**config.mk**
```make
export PLATFORM = sky130hd
export DESIGN_NAME = sgr_cell
export DESIGN_NICKNAME = d
export VERILOG_FILES = /design/src/rtl/sgr_pkg.sv /design/src/rtl/sgr_cell.sv
export SDC_FILE = /design/constraint.sdc
export NUM_CORES = 1
export LEC_CHECK = 0
export BUFFER_PORTS_ARGS = -buffer_cell sky130_fd_sc_hd__buf_2
export CAP_MARGIN = 20
export CORE_MARGIN = 2
export CORE_UTILIZATION = 45
export DETAILED_ROUTE_END_ITERATION = 8
export MAX_ROUTING_LAYER = met4
export PLACE_DENSITY = 0.67
export REMOVE_ABC_BUFFERS = 1
export SLEW_MARGIN = 20
export SYNTH_ARGS = -nofsm -noshare
export SYNTH_HDL_FRONTEND = slang
export SYNTH_SLANG_ARGS = --single-unit
```
**constraint.sdc**
```tcl
create_clock -name clk_i -period 28.7 [get_ports clk_i]
set_input_delay 5.74 -clock clk_i [delete_from_list [all_inputs] [get_ports clk_i]]
set_output_delay 5.74 -clock clk_i [all_outputs]
set_load 0.01 [all_outputs]
```
**src/rtl/sgr_pkg.sv**
```systemverilog
// Shared types and constants of the grain relaxation block.
// No dependencies.
package sgr_pkg;

  localparam int unsigned HeightW = 16;
  localparam int unsigned CountW  = 32;
  localparam int unsigned ThrW    = 4;
  localparam int unsigned CoordW  = 6;
  localparam int unsigned AmountW = 8;

  localparam logic [ThrW-1:0] ThrMin   = 4'd4;
  localparam logic [ThrW-1:0] ThrReset = 4'd4;

  typedef enum logic [0:0] {
    ACT_ADD  = 1'b0,
    ACT_READ = 1'b1
  } action_e;

  // broadcast from the sequencer to every cell
  typedef struct packed {
    logic [ThrW-1:0] thr;
    logic            rd_en;
    logic            clr;
    logic            add_we;
    logic            load;
    logic            step;
    logic            last_row;
    logic            sweep_start;
    logic            cnt_clear;
    logic            shift;
  } ctrl_t;

endpackage

```
**src/rtl/sgr_cell.sv**
```systemverilog
// One grid column: its height memory, a three-row window and a topple counter.
// Depends on sgr_pkg; instantiated in a row by sandpile_grain_relaxation.
module sgr_cell #(
  parameter int unsigned SIDE = 64,
  localparam int unsigned AW = $clog2(SIDE)
) (
  input  logic                          clk_i,
  input  logic                          rst_ni,
  input  sgr_pkg::ctrl_t                ctl_i,
  input  logic [AW-1:0]                 raddr_i,
  input  logic [AW-1:0]                 waddr_i,
  input  logic                          sel_i,
  input  logic [sgr_pkg::AmountW-1:0]   amount_i,
  input  logic                          flag_l_i,
  input  logic                          flag_r_i,
  input  logic [sgr_pkg::CountW-1:0]    cnt_i,
  output logic                          flag_o,
  output logic                          any_o,
  output logic [sgr_pkg::CountW-1:0]    cnt_o,
  output logic [sgr_pkg::HeightW-1:0]   rdata_o
);
  import sgr_pkg::*;

  logic [HeightW-1:0] mem_q [SIDE];
  logic [HeightW-1:0] rdata_q;
  logic [HeightW-1:0] prev_q, cur_q;
  logic [CountW-1:0]  cnt_q;
  logic               any_q;

  logic [HeightW-1:0] thr;
  logic               fc, fp, fn;
  logic [2:0]         inc;
  logic [HeightW-1:0] upd;
  logic               we;
  logic [HeightW-1:0] wdata;

  assign thr = HeightW'(ctl_i.thr);
  assign fc  = cur_q >= thr;
  assign fp  = prev_q >= thr;
  assign fn  = !ctl_i.last_row && (rdata_q >= thr);
  assign inc = {2'b00, fp} + {2'b00, fn} + {2'b00, flag_l_i} + {2'b00, flag_r_i};
  assign upd = cur_q - (fc ? thr : '0) + HeightW'(inc);

  always_comb begin
    we    = 1'b0;
    wdata = upd;
    if (ctl_i.clr) begin
      we    = 1'b1;
      wdata = '0;
    end else if (ctl_i.add_we && sel_i) begin
      we    = 1'b1;
      wdata = rdata_q + HeightW'(amount_i);
    end else if (ctl_i.step) begin
      we    = 1'b1;
    end
  end

  always_ff @(posedge clk_i) begin
    if (we) begin
      mem_q[waddr_i] <= wdata;
    end
    if (ctl_i.rd_en) begin
      rdata_q <= mem_q[raddr_i];
    end
  end

  // old values of the row being updated and of the row before it
  always_ff @(posedge clk_i) begin
    if (ctl_i.load) begin
      prev_q <= '0;
      cur_q  <= rdata_q;
    end else if (ctl_i.step) begin
      prev_q <= cur_q;
      cur_q  <= rdata_q;
    end
  end

  always_ff @(posedge clk_i or negedge rst_ni) begin
    if (!rst_ni) begin
      cnt_q <= '0;
      any_q <= 1'b0;
    end else begin
      if (ctl_i.cnt_clear) begin
        cnt_q <= '0;
      end else if (ctl_i.shift) begin
        cnt_q <= cnt_i;
      end else if (ctl_i.step && fc && (cnt_q != '1)) begin
        cnt_q <= cnt_q + CountW'(1);
      end
      if (ctl_i.sweep_start) begin
        any_q <= 1'b0;
      end else if (ctl_i.step && fc) begin
        any_q <= 1'b1;
      end
    end
  end

  assign flag_o  = fc;
  assign any_o   = any_q;
  assign cnt_o   = cnt_q;
  assign rdata_o = rdata_q;

endmodule

```
# Yosys cells after proc, flatten, opt, wreduce, memory -nomap -nowiden
# Memories as Yosys holds them, arrays and structs flattened. A register that Yosys moved wholly into a read port is not among the register bits.
# Index checks and enable logic that the tools add are counted.
[op_classes]
addsub = 7
n_mul = 0
n_div = 0
order_cmp = 3
n_eq_ne = 1
shift = 0
n_mux = 15
n_bitwise = 0
reduce_logical = 8
[op_table]
columns = ["operator", "count"]
rows = [
  ["two-way mux 32 bit", 3],
  ["two-way mux 16 bit", 4],
  ["greater-or-equal comparator 16 x 4 -> 1 bit", 3],
  ["adder 32 x 1 -> 32 bit (second input constant)", 1],
  ["inequality test 32 bit (second input constant)", 1],
  ["adder 16 x 3 -> 16 bit", 1],
  ["adder 16 x 8 -> 16 bit", 1],
  ["subtractor 16 x 4 -> 16 bit", 1],
  ["two-way mux 1 bit", 7],
  ["logical AND 1 bit", 4],
  ["two-way mux 4 bit", 1],
  ["nonzero test 2 bit", 2],
  ["adder 2 x 1 -> 3 bit", 1],
  ["adder 3 x 1 -> 3 bit", 1],
  ["nonzero test 3 bit", 1],
  ["adder 1 x 1 -> 2 bit", 1],
  ["logical NOT 1 bit", 1],
]
[totals]
reg_bits = 65
latch_bits = 0
ram_bits = 1024
romBits = 0
out_inout_bits = 50
wordCells = 39
memories = 1
[mem_list]
columns = ["memory", "depth", "word_bits", "read_ports", "rd_ports_with_merged_regs", "write_ports", "line_no", "text"]
rows = [
  ["mem_q", 64, 16, 1, 1, 1, "sgr_cell.sv:24", "logic [HeightW-1:0] mem_q [SIDE];"],
]

# Logic depth before layout (Yosys ltp)
# Gate-level depths: netlist of run 1.
[depth]
word_depth = 8
mapped_depth = 19
depth_no_buf = 19

# Least setup slack after synthesis of run 1
# OpenSTA, ideal clock, no wires.
[synth_path]
kind = "in2reg"
from = "in ctl_i[11] in the netlist's numbering"
to = "mem mem_q[0][13], data pin"
arrival_time_ns = 14.719
required_ns = 27.414
setup_slack_ns = 12.694
stages = 17
path_cell_list = "inv_1 > ha_1 > a21oi_1 > o21ai_0 > a221oi_1 > nand2_1 > a21o_1 > and2_1 > ha_1 > fa_1 > fa_1 > nand2b_1 > a21oi_1 > o211ai_1 > a21oi_1 > mux2i_1 > a2111oi_0"
[synth_via]
word_cells_on_any_way = 12
classes_between = "5 x add/sub; 3 x order compare; 3 x mux; 1 x reduce/logical"
[synth_rtl]
columns = ["element", "line_no", "text"]
rows = [
  ["from (decl)", "sgr_cell.sv:9", "input sgr_pkg::ctrl_t ctl_i,"],
  ["greater-or-equal comparator 16 x 4 -> 1 bit", "sgr_cell.sv:38", "assign fc = cur_q >= thr;"],
  ["named net flag_o", "sgr_cell.sv:17", "output logic flag_o,"],
  ["two-way mux 4 bit", "sgr_cell.sv:42", "assign upd = cur_q - (fc ? thr : '0) + HeightW'(inc);"],
  ["subtractor 16 x 4 -> 16 bit", "sgr_cell.sv:42", ""],
  ["adder 16 x 3 -> 16 bit", "sgr_cell.sv:42", ""],
  ["two-way mux 16 bit", "sgr_cell.sv:50", "end else if (ctl_i.add_we && sel_i) begin"],
  ["two-way mux 16 bit", "sgr_cell.sv:47", "if (ctl_i.clr) begin"],
  ["named net wdata[13]", "sgr_cell.sv:35", "logic [HeightW-1:0] wdata;"],
  ["to (decl)", "sgr_cell.sv:24", ""],
]
# The timed path passes the listed nets, and every way through them passes these cells.

# Final worst setup path of run 1
[layout_path]
from = "in ctl_i[11] in the netlist's numbering"
to = "out flag_o"
[layout_via]
elab_chain_len = 1
[layout_lines]
columns = ["element", "line_no"]
rows = [
  ["greater-or-equal comparator 16 x 4 -> 1 bit", "sgr_cell.sv:38"],
  ["to (decl)", "sgr_cell.sv:17"],
]
# No other way between the ends.

==> results of run 1 <==
==> cell families after synthesis <==
logic type / synth area share, %
XOR/XNOR: 0.3499
adder cells (fa/ha/maj): 1.900
AND/OR/NAND/NOR: 3.910
flip-flops: 72.93
AO/OA/AOI/OAI: 3.035
buffers and inverters: 1.436
multiplexers: 16.44
==> sequential cells by signal, summed over array words and instances, names as in the netlist <==
register,cells
any_o,1
cnt_o,32
cur_q,16
mem_q,1024
prev_q,16
rdata_o,16
==> metal layers <==
layer  vias to the layer above  share of wire, %
li1                       9714                 -
met1                     12494                41
met2                      1058                48
met3                       145               8.5
met4                         0               1.9
met5                         -                 0
==> cells in the final DEF, fill, tap and decap left out, types with 20 or more instances in the layout <==
cell type and n:
a22oi_1 32, dfrtp_1 33, inv_1 44, mux4_2 320, clkbuf_16 109, edfxtp_1 1056, nand2_1 64, ha_1 62
nand3_1 28, a21oi_1 30, mux2i_1 20, clkinv_2 20, clkbuf_1 22, clkinv_1 20, buf_4 97, nor2_1 129
buf_2 115
==> power by group <==
group / internal, mW / switching, mW
Sequential: 1.89 / 0.0168
Clock: 0.765 / 0.601
Combinational: 0.119 / 0.258
Total: 2.78 / 0.876
==> worst min-delay path: stages (launching register included) <==
cell     delay, ns
dfxtp_1       0.33
mux2i_1       0.07
nor2_1        0.07
==> stage by stage <==
stage	util, %	total power, mW	hold WS, ns	cell area (µm²)
global placement	47.86	2.302	0.4741	47720
floorplan	-	2.148	0.4604	44570
finish	51.34	3.652	0.4967	51190
CTS	51.31	3.675	0.5037	51160
global route	51.33	3.774	0.5300	51180
detailed placement	47.86	2.320	0.4879	47720
==> layout make-up <==
type	count	area share, %
tap	1298	3.173
timing repair buffer	215	2.645
sequential	1105	64.18
inverter	44	0.3226
clock inverter	58	1.122
clock buffer	135	5.597
antenna	5	0.02444
multi-input combinational	967	22.93
==> how the worst min path moves through the flow <==
stage,start,endpoint,cells after the start
finish,prev_q[12],prev_q[12],2
global route,prev_q[7],prev_q[7],2
CTS,prev_q[4],prev_q[4],2
detailed placement,prev_q[4],prev_q[4],2
global placement,prev_q[7],prev_q[7],2
floorplan,prev_q[0],prev_q[0],2
==> metrics.md, run 1 <==
| Metric | Value |
|---|---|
| Final wirelength | `107.4 mm` |
| Status | `complete, no violations` |
| Crit. path cell count | `9` |
| Synth warn | `0` |
| Sum Neg Setup Slack | `0 ns` |
| Worst EP required | `22.96 ns` |
| Max clock buf depth | `3` |
| R2R cell count | `18` |
| Final critical-path share of the clock period | `46.14%` |
| Initial antenna violation count | `3` |
| Post-DR wirelength/cell | `28.06 µm` |
| Setup WS pre-CTS | `15.59 ns` |
| Top-area cell type share of the netlist area | `70.38%` |
| P&R area growth vs syn | `13.62%` |
| Synth Flop Type | `edfxtp_1` |
| Total track usage | `21.67%` |
| CP Buf/Inv Count | `3` |
| Register area | `0.03286 mm²` |
| Vias | `23411` |
| Clock Root Buffer | `clkbuf_16` |
| Routed Antenna Nets | `0` |
| Minimum clock period | `13.24 ns` |
| RSZ-0062 raised after global routing | `false` |
| Dpl hpwl | `61.85 mm` |
| Count leader, synth | `edfxtp_1` |
| Yosys reg bits | `1105` |
| Synth cell types | `69` |
| First-pass iteration count of the detailed router | `5` |
| Syn Area/Cell | `20.20 µm²` |
| CP peak stage delay | `0.56 ns` |
| Total die area | `0.1027 mm²` |
| DR vias/cell | `6.117` |
| Clk_skew | `0.05941 ns` |
| Hold Vio Cnt, Final | `0` |
| Post-synth EDFFs | `1056` |
| Input/output buffers | `119` |
| Final worst slack | `15.46 ns` |
| Clock sinks | `1105` |
| Fmax | `0.07551 GHz` |
| Post-synthesis sequential area ratio | `72.93%` |
| Num CTS Buffers | `108` |
| Layout Cells excl Fill | `3827` |
| Setup CP Type | `in -> out` |
| I/O pins | `120` |
| Post-CTS sizing | `0` |
| Hold buffer count at cts | `0` |
| Fill count | `7727` |
| Power per cell area | `71.33 mW/mm²` |
| Dpl cells | `3629` |
| Post-synth ARST share | `2.986%` |
| Fin. max-slew vios | `0` |
| NumNets Final | `2577` |
| First-pass GRT wire length | `157.8 mm` |
| Largest net degree at the start of global routing | `107` |
| Met2 usage | `33.62%` |
| Clock latency at the later pin of the worst-skew pair | `0.72 ns` |
| Initial Util | `45.18%` |
| Cell count after synthesis | `2230` |
| FF-to-FF setup slack | `22.76 ns` |
| Critical R2R Launch | `cur_q[4]` |
| Crit path DAT | `7.50 ns` |
| Post-Syn Area | `0.04505 mm²` |
| Largest delay share family, worst path | `compound AO/OA/AOI/OAI gates` |
| CTS tree | `yes` |
| DRC Markers | `0` |
| Pleak | `16.92 nW` |
| Worst slew pin tran | `1.115 ns` |
| Worst setup SP type | `primary input` |
| Max_cap viols | `0` |
| Routability congestion estimate from global placement | `0.8709` |
| Post-synth top area cell | `edfxtp_1` |
| CP endpoint kind | `primary output` |
| Post-CTS setup buffers | `0` |
| Slowest cell on the critical path | `a221oi_1` |
| Worst hold path type | `reg -> reg` |
| Worst Setup EP | `flag_o` |
| GR Util met3 | `4.174%` |
| Vias in the first global route | `23346` |
| Initial DRC count | `2682` |
| Capture point of the worst reg-to-reg path | `mem_q[62][6]` |
| Setup crit start | `ctl_i[11]` |
| Total global routing overflow | `0` |
| Worst path cell trace | `buf_2 -> inv_1 -> ha_1 -> a21oi_1 -> o21ai_0 -> a221oi_1 -> nand2_1 -> a21o_1 -> buf_2` |
| Most frequent cells after synthesis | `edfxtp_1 (1056), mux4_2 (320), nor2_1 (134)` |
| Most used routing layer | `met2` |
| CTS H-tree lvls | `3` |
| Layout cells sized above 1 | `28.88%` |
| Multi-input gate area | `0.01174 mm²` |
| CORE AREA | `0.09971 mm²` |
| Die H | `320.4 µm` |
| Max-slew headroom | `25.37%` |
| Clock-pin slew of the registers on the worst-case setup and hold paths | `0.06 ns` |
| Grt met1 use | `29.97%` |
| Final setup fails | `0` |
| Row Count | `116` |
| Die width | `320.4 µm` |
| Most used cell, CP | `buf_2` |
| Max FO, Critical Path | `5` |
| Peak VDD IR | `49.16 µV` |
| Largest cells by area after synthesis | `edfxtp_1 (70%), mux4_2 (16%), dfrtp_1 (1.8%), ha_1 (1.7%), nor2_1 (1.1%)` |
No activity file was read; power rests on OpenSTA's default activity.
==> run 2, diff against run 1 <==
--- a/config.mk
+++ b/config.mk
@@ -5,6 +5,7 @@
 export SDC_FILE = /design/constraint.sdc
 export NUM_CORES = 1
 export LEC_CHECK = 0
+export ABC_AREA = 1
 export BUFFER_PORTS_ARGS = -buffer_cell sky130_fd_sc_hd__buf_2
 export CAP_MARGIN = 20
 export CORE_MARGIN = 2
==> constraint.sdc (replaced) <==
create_clock -name clk_i -period 12.26 [get_ports clk_i]
set_input_delay 2.452 -clock clk_i [delete_from_list [all_inputs] [get_ports clk_i]]
set_output_delay 2.452 -clock clk_i [all_outputs]
set_load 0.01 [all_outputs]
==> run 2 against run 1 <==
Effect of this change: first-iteration DRC count is 29% higher; critical path depth is 20 higher; non-clock buffer count rose by 7; power up 140%.
==> metrics.md, run 2 <==
| Metric | Value |
|---|---|
| Status | `complete, no violations` |
| Die H | `329.7 µm` |
| Setup WS pre-CTS | `5.062 ns` |
| Post-synth top area cell | `edfxtp_1` |
| Max reg flops | `1024` |
| Cell count after synthesis | `4354` |
| Max clock buf depth | `3` |
| DRC Markers | `0` |
| Final wirelength | `126.0 mm` |
| Synth warn | `0` |
| Hold buffer count at cts | `0` |
| Final setup fails | `0` |
| Setup CP Type | `in -> reg` |
| P&R area growth vs syn | `11.98%` |
| Max FO, Critical Path | `64` |
| Fmax | `0.1538 GHz` |
| Worst hold path type | `reg -> reg` |
| Count leader, synth | `nand2_1` |
| Dpl hpwl | `70.29 mm` |
| Total track usage | `23.59%` |
| Clock sinks | `1105` |
| Post-CTS sizing | `0` |
| Synth cell types | `44` |
| Sum Neg Setup Slack | `0 ns` |
| I/O pins | `120` |
| Most frequent cells after synthesis | `nand2_1 (1080), edfxtp_1 (1056), nand3_1 (584)` |
| Commonest non-fill, non-tap cell in the layout | `nand2_1` |
| First-pass iteration count of the detailed router | `5` |
| Die width | `329.7 µm` |
| Commonest cells after routing, fill and taps aside | `nand2_1 (1080), edfxtp_1 (1056), nand3_1 (584), nor2_1 (397), o21ai_0 (313)` |
| Initial Util | `45.33%` |
| Syn Area/Cell | `10.96 µm²` |
| CP peak stage delay | `0.51 ns` |
| Post-Syn Area | `0.04772 mm²` |
| Final worst slack | `5.759 ns` |
| Post-DR wirelength/cell | `21.28 µm` |
| Row Count | `119` |
| DR vias/cell | `5.623` |
| Tot Pwr | `8.694 mW` |
| Largest cells by area after synthesis | `edfxtp_1 (66%), nand2_1 (8.5%), nand3_1 (6.1%), o21ai_0 (3.3%), nor2_1 (3.2%)` |
| Top-area cell type share of the netlist area | `66.45%` |
| Hold Slack | `0.4719 ns` |
| Clock Root Buffer | `clkbuf_16` |
| Peak VDD IR | `123.6 µV` |
| Synth Flop Type | `edfxtp_1` |
| Input/output buffers | `119` |
| Clock latency at the later pin of the worst-skew pair | `0.70 ns` |
| Max_cap viols | `0` |
| Fin util | `50.77%` |
| Crit path DAT | `6.88 ns` |
| Vias | `33298` |
| Total global routing overflow | `0` |
| Post-synthesis sequential area ratio | `68.85%` |
| Worst slew pin tran | `1.089 ns` |
| Fill count | `9091` |
| Worst EP required | `12.64 ns` |
| Initial DRC count | `3453` |
| Largest net degree at the start of global routing | `208` |
| Num CTS Buffers | `108` |
| CTS H-tree lvls | `3` |
| Slowest cell on the critical path | `buf_4` |
| Final critical-path share of the clock period | `53.02%` |
| Total die area | `0.1087 mm²` |
| Routability congestion estimate from global placement | `0.9038` |
| Clock-pin slew of the registers on the worst-case setup and hold paths | `0.06 ns` |
| Yosys reg bits | `1105` |
| Post-synth ARST share | `2.986%` |
| Vias in the first global route | `31229` |
| Minimum clock period | `6.501 ns` |
| Power per cell area | `162.7 mW/mm²` |
| CP endpoint kind | `flop` |
| Fin. max-slew vios | `0` |
| Hold Vio Cnt, Final | `0` |
| Worst setup SP type | `primary input` |
| Max-slew headroom | `27.37%` |
| Initial antenna violation count | `4` |
| Routed Antenna Nets | `0` |
| Most flop-heavy register | `mem_q` |
| First-pass GRT wire length | `189.6 mm` |
| Most used cell, CP | `nand2_1` |
| Post-CTS setup buffers | `0` |
| NumNets Final | `4574` |
| Pleak | `19.91 nW` |
| Clk_skew | `0.02903 ns` |
| Layout cells sized above 1 | `9.055%` |
| CORE AREA | `0.1053 mm²` |
| Post-synth EDFFs | `1056` |
| CTS tree | `yes` |
| RSZ-0062 raised after global routing | `false` |
-- run 2: logic make-up (layout without fill, tap and decap cells) --
logic type	Yosys count	in the layout	share of synthesized area (%)
other cells	0	3	0
compound gates	601	601	6.712
buf+inv	447	621	3.893
fa+ha+maj	66	66	1.793
flops	1105	1105	68.85
simple gates	2126	2126	18.59
xor+xnor	9	9	0.1652
-- run 2: worst paths after layout --
kind,from,to,slack (ns),cells past startpoint
setup / recovery,ctl_i[12],mem_q[52][14],5.76,29
hold / removal,prev_q[3],prev_q[3],0.47,2
setup reg to reg,cur_q[3],mem_q[52][14],7.27,27
hold reg to reg,prev_q[3],prev_q[3],0.47,2
max in group asynchronous,rst_ni,cnt_o[5],9.87,1
min in group asynchronous,rst_ni,any_o,1.86,1
-- run 2: report_power, final --
group          internal [mW]  switching, mW  total, mW  leakage, nW
sequential              4.39         0.0440       4.43         10.2
clock                   1.89           1.43       3.32         1.71
combinational          0.223          0.720      0.942         7.97
total                   6.50           2.19       8.69         19.9
-- run 2: worst max-delay path, delay by kind of cell --
kind          cells  cell delay, ns
fa+ha+maj         5            1.91
simple gates     18            1.56
buf+inv           6            0.85
-- run 2: stage by stage --
stage,cell area (µm²),cells
2_1_floorplan,46610,4106
3_3_place_gp,49910,5719
3_5_place_dp,49910,5719
4_1_cts,53430,5919
5_1_grt,53440,5922
6_report,53440,5922
-- run 2: cell type report --
| class | instances | area, µm² | share of cell area [%] |
|---|---|---|---|
| Antenna cell | 3 | 7.507 | 0.01405 |
| Clock buffer | 135 | 2825 | 5.287 |
| Clock inverter | 65 | 700.7 | 1.311 |
| Inverter | 199 | 768.2 | 1.438 |
| Multi-Input combinational cell | 2802 | 13140 | 24.58 |
| Sequential cell | 1105 | 32860 | 61.48 |
| Tap cell | 1391 | 1740 | 3.257 |
| Timing Repair Buffer | 222 | 1404 | 2.627 |
-- run 2: layer usage --
layer | part of all wire [%] | global-route usage, %
met5 | 0 | -
met4 | 3.7 | 8.577
met3 | 8.5 | 3.627
met2 | 45 | 35.42
met1 | 43 | 32.71
